==> config.mk <==
export PLATFORM = sky130hd
export DESIGN_NAME = epoch_seconds_to_local_calendar_top
export DESIGN_NICKNAME = d
export VERILOG_FILES = /design/src/rtl/epcal_pkg.sv /design/src/rtl/epoch_seconds_to_local_calendar_top.sv
export SDC_FILE = /design/constraint.sdc
export NUM_CORES = 2
export LEC_CHECK = 0
export BUFFER_PORTS_ARGS = -buffer_cell sky130_fd_sc_hd__buf_4
export CORE_MARGIN = 10
export CORE_UTILIZATION = 41
export CTS_BUF_LIST = sky130_fd_sc_hd__clkbuf_8
export DETAILED_ROUTE_END_ITERATION = 12
export GPL_TIMING_DRIVEN = 0
export HOLD_SLACK_MARGIN = 0.03
export SYNTH_ARGS = -nofsm -noshare
export SYNTH_HDL_FRONTEND = slang
export SYNTH_SLANG_ARGS = --single-unit
==> constraint.sdc <==
create_clock -name i_clk -period 5.8 [get_ports i_clk]
set_input_delay 0.29 -clock i_clk [delete_from_list [all_inputs] [get_ports i_clk]]
set_output_delay 0.29 -clock i_clk [all_outputs]
set_load 0.1 [all_outputs]
==> src/rtl/epcal_pkg.sv <==
// ----------------------------------------------------------------------------
// epcal_pkg
// Shared constants and tables for the epoch seconds to local calendar block:
// constant divisors, their fixed-point reciprocals and the month start table.
// ----------------------------------------------------------------------------
package epcal_pkg;

    // Field widths
    localparam int unsigned EPOCH_W = 32;
    localparam int unsigned ZONE_W  = 17;
    localparam int unsigned LOCAL_W = 33;   // non-negative local time
    localparam int unsigned DAYS_W  = 16;   // days since epoch, < 65536
    localparam int unsigned SECS_W  = 17;   // seconds of day, < 86400

    // Pipeline register stages from accepted start to result strobe
    localparam int unsigned NSTG = 8;

    localparam logic [ZONE_W-1:0] ZONE_RESET = 17'd18000;

    // Days: 86400 = 128 * 675, so divide (t >> 7) by 675.
    // Exact for 26-bit dividends since m*675 - 2^36 < 2^10.
    localparam int unsigned       DAY_SH  = 36;
    localparam logic [26:0]       RCP_DAY = 27'(((64'd1 << DAY_SH) + 64'd674) / 64'd675);

    // Hours: 3600 = 16 * 225, divide (secs >> 4) by 225 (13-bit dividend).
    localparam int unsigned       HOUR_SH  = 21;
    localparam logic [13:0]       RCP_HOUR = 14'(((64'd1 << HOUR_SH) + 64'd224) / 64'd225);

    // Minutes: 60 = 4 * 15, divide (rs >> 2) by 15 (10-bit dividend).
    localparam int unsigned       MIN_SH  = 14;
    localparam logic [10:0]       RCP_MIN = 11'(((64'd1 << MIN_SH) + 64'd14) / 64'd15);

    // Four-year cycles: 1461 days, 16-bit dividend.
    localparam int unsigned       QUAD_SH  = 27;
    localparam logic [16:0]       RCP_QUAD = 17'(((64'd1 << QUAD_SH) + 64'd1460) / 64'd1461);

    // Weekday: divide by 7, 17-bit dividend (days plus 3).
    localparam int unsigned       WEEK_SH  = 19;
    localparam logic [16:0]       RCP_WEEK = 17'(((64'd1 << WEEK_SH) + 64'd6) / 64'd7);

    // First day of year of each month (index 0..12), leap aware
    function automatic logic [8:0] month_start(input logic leap, input logic [3:0] idx);
        logic [8:0] base;
        case (idx)
            4'd0:    base = 9'd0;
            4'd1:    base = 9'd31;
            4'd2:    base = 9'd59;
            4'd3:    base = 9'd90;
            4'd4:    base = 9'd120;
            4'd5:    base = 9'd151;
            4'd6:    base = 9'd181;
            4'd7:    base = 9'd212;
            4'd8:    base = 9'd243;
            4'd9:    base = 9'd273;
            4'd10:   base = 9'd304;
            4'd11:   base = 9'd334;
            default: base = 9'd365;
        endcase
        if (leap && (idx >= 4'd2)) begin
            base = base + 9'd1;
        end
        return base;
    endfunction

endpackage

==> src/rtl/epoch_seconds_to_local_calendar_top.sv <==
// ----------------------------------------------------------------------------
// epoch_seconds_to_local_calendar_top
// Converts UTC epoch seconds plus a signed zone offset into broken-down local
// time through an eight-stage pipeline of constant reciprocal multiplies.
// ----------------------------------------------------------------------------
// Throughput: one transaction per cycle; o_busy never rises, the pipeline
// has no stall since results cannot be held off.
// Reset (synchronous, active low) clears the stage valid bits and loads the
// zone offset with 18000 seconds.
module epoch_seconds_to_local_calendar_top (
    input  logic                                i_clk,
    input  logic                                i_rst_n,
    // command channel
    input  logic                                i_start,
    output logic                                o_busy,
    input  logic [epcal_pkg::EPOCH_W-1:0]       i_epoch_seconds,
    // configuration write channel
    input  logic                                i_cfg_valid,
    output logic                                o_cfg_ready,
    input  logic [epcal_pkg::ZONE_W-1:0]        i_cfg_data,
    // result
    output logic                                o_valid,
    output logic [5:0]                          o_second_of_minute,
    output logic [5:0]                          o_minute_of_hour,
    output logic [4:0]                          o_hour_of_day,
    output logic [4:0]                          o_day_of_month,
    output logic [3:0]                          o_month_number,
    output logic [7:0]                          o_years_since_1900,
    output logic [2:0]                          o_weekday_number,
    output logic [8:0]                          o_day_of_year
);
    import epcal_pkg::*;

    assign o_busy      = 1'b0;
    assign o_cfg_ready = 1'b1;

    // Zone offset register
    logic [ZONE_W-1:0] r_zone;

    always_ff @(posedge i_clk) begin
        if (!i_rst_n) begin
            r_zone <= ZONE_RESET;
        end else if (i_cfg_valid && o_cfg_ready) begin
            r_zone <= i_cfg_data;
        end
    end

    // Valid bits travelling with the data
    logic [NSTG-1:0] r_vld;
    logic            accept;

    assign accept = i_start && !o_busy;

    always_ff @(posedge i_clk) begin
        if (!i_rst_n) begin
            r_vld <= '0;
        end else begin
            r_vld <= {r_vld[NSTG-2:0], accept};
        end
    end

    assign o_valid = r_vld[NSTG-1];

    // Stage 1: add offset, clamp negative local time to zero
    logic signed [LOCAL_W:0] n1_sum;
    logic [LOCAL_W-1:0]      r1_t;

    assign n1_sum = $signed({2'b00, i_epoch_seconds})
                  + (LOCAL_W+1)'($signed(r_zone));

    always_ff @(posedge i_clk) begin
        r1_t <= n1_sum[LOCAL_W] ? '0 : n1_sum[LOCAL_W-1:0];
    end

    // Stage 2: reciprocal multiply for the day count
    logic [52:0]        r2_pd;
    logic [LOCAL_W-1:0] r2_t;

    always_ff @(posedge i_clk) begin
        r2_pd <= 53'(r1_t[LOCAL_W-1:7]) * 53'(RCP_DAY);
        r2_t  <= r1_t;
    end

    // Stage 3: days and seconds of day
    logic [DAYS_W-1:0] n3_days;
    logic [9:0]        n3_rday;
    logic [DAYS_W-1:0] r3_days;
    logic [SECS_W-1:0] r3_secs;

    assign n3_days = r2_pd[DAY_SH+DAYS_W-1:DAY_SH];
    assign n3_rday = 10'(r2_t[LOCAL_W-1:7] - 26'(n3_days) * 26'(675));

    always_ff @(posedge i_clk) begin
        r3_days <= n3_days;
        r3_secs <= {n3_rday, r2_t[6:0]};
    end

    // Stage 4: reciprocal multiplies for hour, four-year cycle and weekday
    logic [26:0]       r4_hq;
    logic [32:0]       r4_qq;
    logic [32:0]       r4_wq;
    logic [DAYS_W-1:0] r4_days;
    logic [SECS_W-1:0] r4_secs;

    always_ff @(posedge i_clk) begin
        r4_hq   <= 27'(r3_secs[SECS_W-1:4]) * 27'(RCP_HOUR);
        r4_qq   <= 33'(r3_days) * 33'(RCP_QUAD);
        r4_wq   <= 33'(17'(r3_days) + 17'd3) * 33'(RCP_WEEK);
        r4_days <= r3_days;
        r4_secs <= r3_secs;
    end

    // Stage 5: hour, seconds within hour, cycle remainder, weekday
    logic [4:0]        n5_hour;
    logic [5:0]        n5_quad;
    logic [13:0]       n5_wq;
    logic [DAYS_W-1:0] n5_w;
    logic [2:0]        n5_wd;
    logic [4:0]        r5_hour;
    logic [11:0]       r5_rs;
    logic [5:0]        r5_quad;
    logic [10:0]       r5_rem;
    logic [2:0]        r5_wday;

    assign n5_hour = r4_hq[HOUR_SH+4:HOUR_SH];
    assign n5_quad = r4_qq[QUAD_SH+5:QUAD_SH];
    assign n5_wq   = r4_wq[WEEK_SH+13:WEEK_SH];
    assign n5_w    = r4_days + 16'd3;
    assign n5_wd   = 3'(n5_w - 16'(n5_wq) * 16'd7);

    always_ff @(posedge i_clk) begin
        r5_hour <= n5_hour;
        r5_rs   <= 12'(r4_secs - 17'(n5_hour) * 17'd3600);
        r5_quad <= n5_quad;
        r5_rem  <= 11'(r4_days - 16'(n5_quad) * 16'd1461);
        r5_wday <= n5_wd + 3'd1;
    end

    // Stage 6: minute multiply; year within cycle and day of year
    logic [20:0] r6_mq;
    logic [11:0] r6_rs;
    logic [4:0]  r6_hour;
    logic [5:0]  r6_quad;
    logic [2:0]  r6_wday;
    logic [1:0]  n6_yoff;
    logic [8:0]  n6_yday;
    logic [1:0]  r6_yoff;
    logic [8:0]  r6_yday;

    // cycle starting 1970: 365, 365, 366 (leap), 365 days
    always_comb begin
        if (r5_rem < 11'd365) begin
            n6_yoff = 2'd0;
            n6_yday = 9'(r5_rem);
        end else if (r5_rem < 11'd730) begin
            n6_yoff = 2'd1;
            n6_yday = 9'(r5_rem - 11'd365);
        end else if (r5_rem < 11'd1096) begin
            n6_yoff = 2'd2;
            n6_yday = 9'(r5_rem - 11'd730);
        end else begin
            n6_yoff = 2'd3;
            n6_yday = 9'(r5_rem - 11'd1096);
        end
    end

    always_ff @(posedge i_clk) begin
        r6_mq   <= 21'(r5_rs[11:2]) * 21'(RCP_MIN);
        r6_rs   <= r5_rs;
        r6_hour <= r5_hour;
        r6_quad <= r5_quad;
        r6_wday <= r5_wday;
        r6_yoff <= n6_yoff;
        r6_yday <= n6_yday;
    end

    // Stage 7: minute and second; month index by compare against month starts
    logic [5:0] n7_min;
    logic       n7_leap;
    logic [3:0] n7_mon;
    logic [5:0] r7_sec;
    logic [5:0] r7_min;
    logic [4:0] r7_hour;
    logic [5:0] r7_quad;
    logic [2:0] r7_wday;
    logic [1:0] r7_yoff;
    logic [8:0] r7_yday;
    logic [3:0] r7_mon;

    assign n7_min  = r6_mq[MIN_SH+5:MIN_SH];
    assign n7_leap = (r6_yoff == 2'd2);

    always_comb begin
        n7_mon = 4'd0;
        for (int i = 1; i < 12; i++) begin
            if (r6_yday >= month_start(n7_leap, 4'(i))) begin
                n7_mon = 4'(i);
            end
        end
    end

    always_ff @(posedge i_clk) begin
        r7_sec  <= 6'(r6_rs - 12'(n7_min) * 12'd60);
        r7_min  <= n7_min;
        r7_hour <= r6_hour;
        r7_quad <= r6_quad;
        r7_wday <= r6_wday;
        r7_yoff <= r6_yoff;
        r7_yday <= r6_yday;
        r7_mon  <= n7_mon;
    end

    // Stage 8: day of month, month and year into the output registers
    always_ff @(posedge i_clk) begin
        o_second_of_minute <= r7_sec;
        o_minute_of_hour   <= r7_min;
        o_hour_of_day      <= r7_hour;
        o_day_of_month     <= 5'(r7_yday - month_start(r7_yoff == 2'd2, r7_mon) + 9'd1);
        o_month_number     <= r7_mon + 4'd1;
        o_years_since_1900 <= 8'd70 + {r7_quad, 2'b00} + 8'(r7_yoff);
        o_weekday_number   <= r7_wday;
        o_day_of_year      <= r7_yday;
    end

endmodule
==> key figures <==
Status
  • Outcome: finished with violations
  • Failing checks: setup timing

STA
  • Setup slack after layout: -0.1348 ns
  • Final Hold Viols: 0
  • Final min period: 5.935 ns
  • Slew Viols, Final: 0
  • Fin crit share: 102.3%
  • Final setup viols: 7
  • RSZ-0062 raised after global routing: true
  • Max-slew headroom: between 30% and 40%
  • Worst Skew: 0.02977 ns
  • Final hold slack: approximately 0.090 ns
  • Achievable Freq: 168.5 MHz
  • Worst Max-Slew Pin Slew: 0.9585 ns

Yosys
  • #FFs+latches synth: approximately 320
  • Synth area leader: ha_1
  • Asr flop ratio synth: 0%
  • Synth area leaders: ha_1, fa_1, dfxtp_1
  • Main synth FF type: dfxtp_1
  • Cell count after synthesis: 3,122
  • Post-synthesis cell type count: 66
  • Top-count cell post-synth: inv_1
  • Synthesized area per cell: 10.39 um^2
  • Yosys Warn Count: 0
  • Number of flops mapped to enable cells by yosys: 0
  • Share of the synthesized area in the top cell type: between 20 and 30%
  • Area of the mapped netlist: 32,450 um^2
  • Post-Syn Nets: 4,331
  • Top cell types by occurrence after synthesis: inv_1, ha_1, fa_1, dfxtp_1, xnor2_1
  • Seq/Total Area, Yosys: 19.86%

Detailed routing
  • WL/cell: 14.69 um
  • WL final: 66,250 um
  • ANT nets after route: 0
  • Remaining DRCs: 0
  • DR iter-0 viols: ~630
  • First drt pass iteration count: 4
  • DR vias: 21,008
  • DR vias/cell: 4.658

Worst setup path
  • Crit path max fanout: 4
  • Crit. End Element: flip-flop
  • CP max stage delay: 0.53 ns
  • Flop2flop setup slack: -0.13 ns
  • Critical Path RT: ~6.3 ns
  • Most numerous cell on the critical path: fa_1
  • Worst setup path class: reg2reg
  • CP max stage cell: fa_1
  • Critical path arrival: 6.48 ns
  • CP cell instances: buf_6 -> fa_1 -> ha_2 -> inv_2 -> fa_1 -> inv_2 -> fa_1 -> inv_1 -> fa_1 -> fa_2 -> fa_1 -> inv_2 -> ha_4 -> a21oi_2 -> nor2_2 -> a2111oi_4 -> and3_4 -> a21o_4 -> a211o_1 -> nand2_2 -> and2_4 -> a221o_1 -> xnor2_1
  • Startpoint types: flip-flop

Clocking
  • Num Clock Sinks: between 300 and 400
  • CTS Buffer Depth: 3
  • CTS clk-pin slew, worst paths: 0.07 ns
  • Clk_lat worst skew: 0.68 ns
  • Root Driver: clkbuf_8
  • CTS Buf Count: 56
  • CTS HTree Levels: 2
  • CTS tree: built

Finish
  • Reg area: 6584 um^2
  • Layout net count: 4,622
  • Multi-input gate area: 23,820 um^2
  • N_diodes: 0
  • Layout cells sized above 1: 14.42%
  • Filler Cells Inserted: 7,295
  • P&R area growth vs syn: 17.12%

Floorplanning
  • Die area: ~91,000 um^2
  • Die height: 301.3 um
  • Die width: 301.3 um
  • Io pins: a little over 100
  • Core area: 78,740 um^2
  • Starting density of the core: 41.21%
  • Std-Cell Rows: just over 100

Placement
  • Final Wtd Congestion: between 0.8 and 0.9
  • Port Buffers: 98
  • DP Wirelength: 52,950 um

GRT
  • Largest net degree at the start of global routing: 22
  • GRT Overall Usage: about 15%
  • Grt total ovfl: 0
  • Vias in the first global route: 22,159
  • Antenna violations before repair: 0
  • First-pass GRT wire length: 110,100 um

Job
  • Total of max-cap violations: 0

Hold path
  • Worst min path class: in2reg
==> worst paths after layout <==
check | start | end | cells past startpoint
setup reg to reg | r1_t[17]$_SDFF_PP0_ | r2_pd[51]$_DFF_P_ | 23
hold reg to reg | r2_pd[51]$_DFF_P_ | r3_days[15]$_DFF_P_ | 0
setup / recovery | r1_t[17]$_SDFF_PP0_ | r2_pd[51]$_DFF_P_ | 23
hold / removal | i_epoch_seconds[11] | r1_t[11]$_SDFF_PP0_ | 4
==> placed cells by master (no fill, tap or decap), types with 9 or more instances in the layout <==
cell           count
buf_4            199
a21oi_2            9
a211oi_1           9
nor2b_1           34
ha_1             717
dfxtp_4           35
a21oi_1           80
fa_2              12
nand4_1           18
o21ai_0           56
xor2_1            46
a31oi_1           15
dlygate4sd3_1     28
inv_2             23
nand2_1           59
a21o_1            69
xnor2_1          117
mux2i_1           21
fa_1             390
dfxtp_1          282
clkbuf_1          15
o21a_1            11
nor3_1            13
inv_1            766
nand2b_1          14
clkinvlp_4        12
o21bai_1          16
ha_4              32
and2_1            11
and3_1            10
clkbuf_8          72
nor2_1            83
nand3_1           20
==> cell families after synthesis <==
family / count (synthesis) / synth area share (%)
AOI/OAI and AO/OA: 340 / 6.894
DFF: 322 / 19.86
other: 2 / 0.02314
and+or+nand+nor: 298 / 4.565
muxes: 23 / 0.7171
buffers and inverters: 808 / 9.400
xor gates and xnor gates: 173 / 4.669
adders and majority gates: 1156 / 53.87
==> through the flow <==
stage / area (um^2) / setup WS (ns) / std cells / util [%] / setup TNS (ns)
2_1_floorplan: 32480 / 0.006835 / 3122 / - / 0
3_3_place_gp: 34530 / -0.9934 / 4270 / 43.85 / -15.27
3_5_place_dp: 34530 / -1.009 / 4270 / 43.85 / -15.95
4_1_cts: 37040 / -0.2901 / 4449 / 47.04 / -1.490
5_1_grt: 38010 / -0.3356 / 4510 / 48.27 / -2.289
6_report: 38010 / -0.1348 / 4510 / 48.27 / -0.5852
==> state kept, by name, indices dropped and copies added (netlist names), 11 cells and up <==
name	flops
r5_rs	12
r3_days	16
r3_secs	17
r1_t	33
r2_t	17
r_zone	17
r4_secs	12
r2_pd	16
r4_days	11
r5_rem	11
==> what timing repair did <==
action	CTS	global route
gates resized for setup	136	107
hold buffers	28	0
buffers inserted	46	61
setup endpoints to repair	25	23
hold endpoints to repair	23	0
pin swaps	55	93
==> layout make-up <==
cell class,instances,share of cell area [%]
multi-input cells,1992,62.68
inverters,788,7.868
well taps,1050,3.456
repair buffers,233,4.888
clock buffers,72,2.607
plain buffers,20,0.2436
clock inverters,33,0.9382
flip-flops and latches,322,17.32
==> worst max-delay path, delay by kind of cell, from the launching register on <==
kind | cells | cell delay (ns)
xor+xnor | 1 | 0.13
simple gates | 4 | 0.55
fa+ha+maj | 8 | 3.30
buf+inv | 5 | 0.31
compound gates | 5 | 1.13
flops | 1 | 0.37
==> routing by layer <==
metal | vias up | global-route usage [%] | wire, um
met1 | 10045 | 18.31 | 29070
met5 | - | 0 | 0
met4 | 0 | 4.313 | 1651
met3 | 107 | 2.409 | 2622
li1 | 10546 | - | -
met2 | 310 | 26.61 | 32910
Power is left out: the tool's default activity adds up to more than one toggle a clock period on the data nets, which glitch-free logic cannot reach.
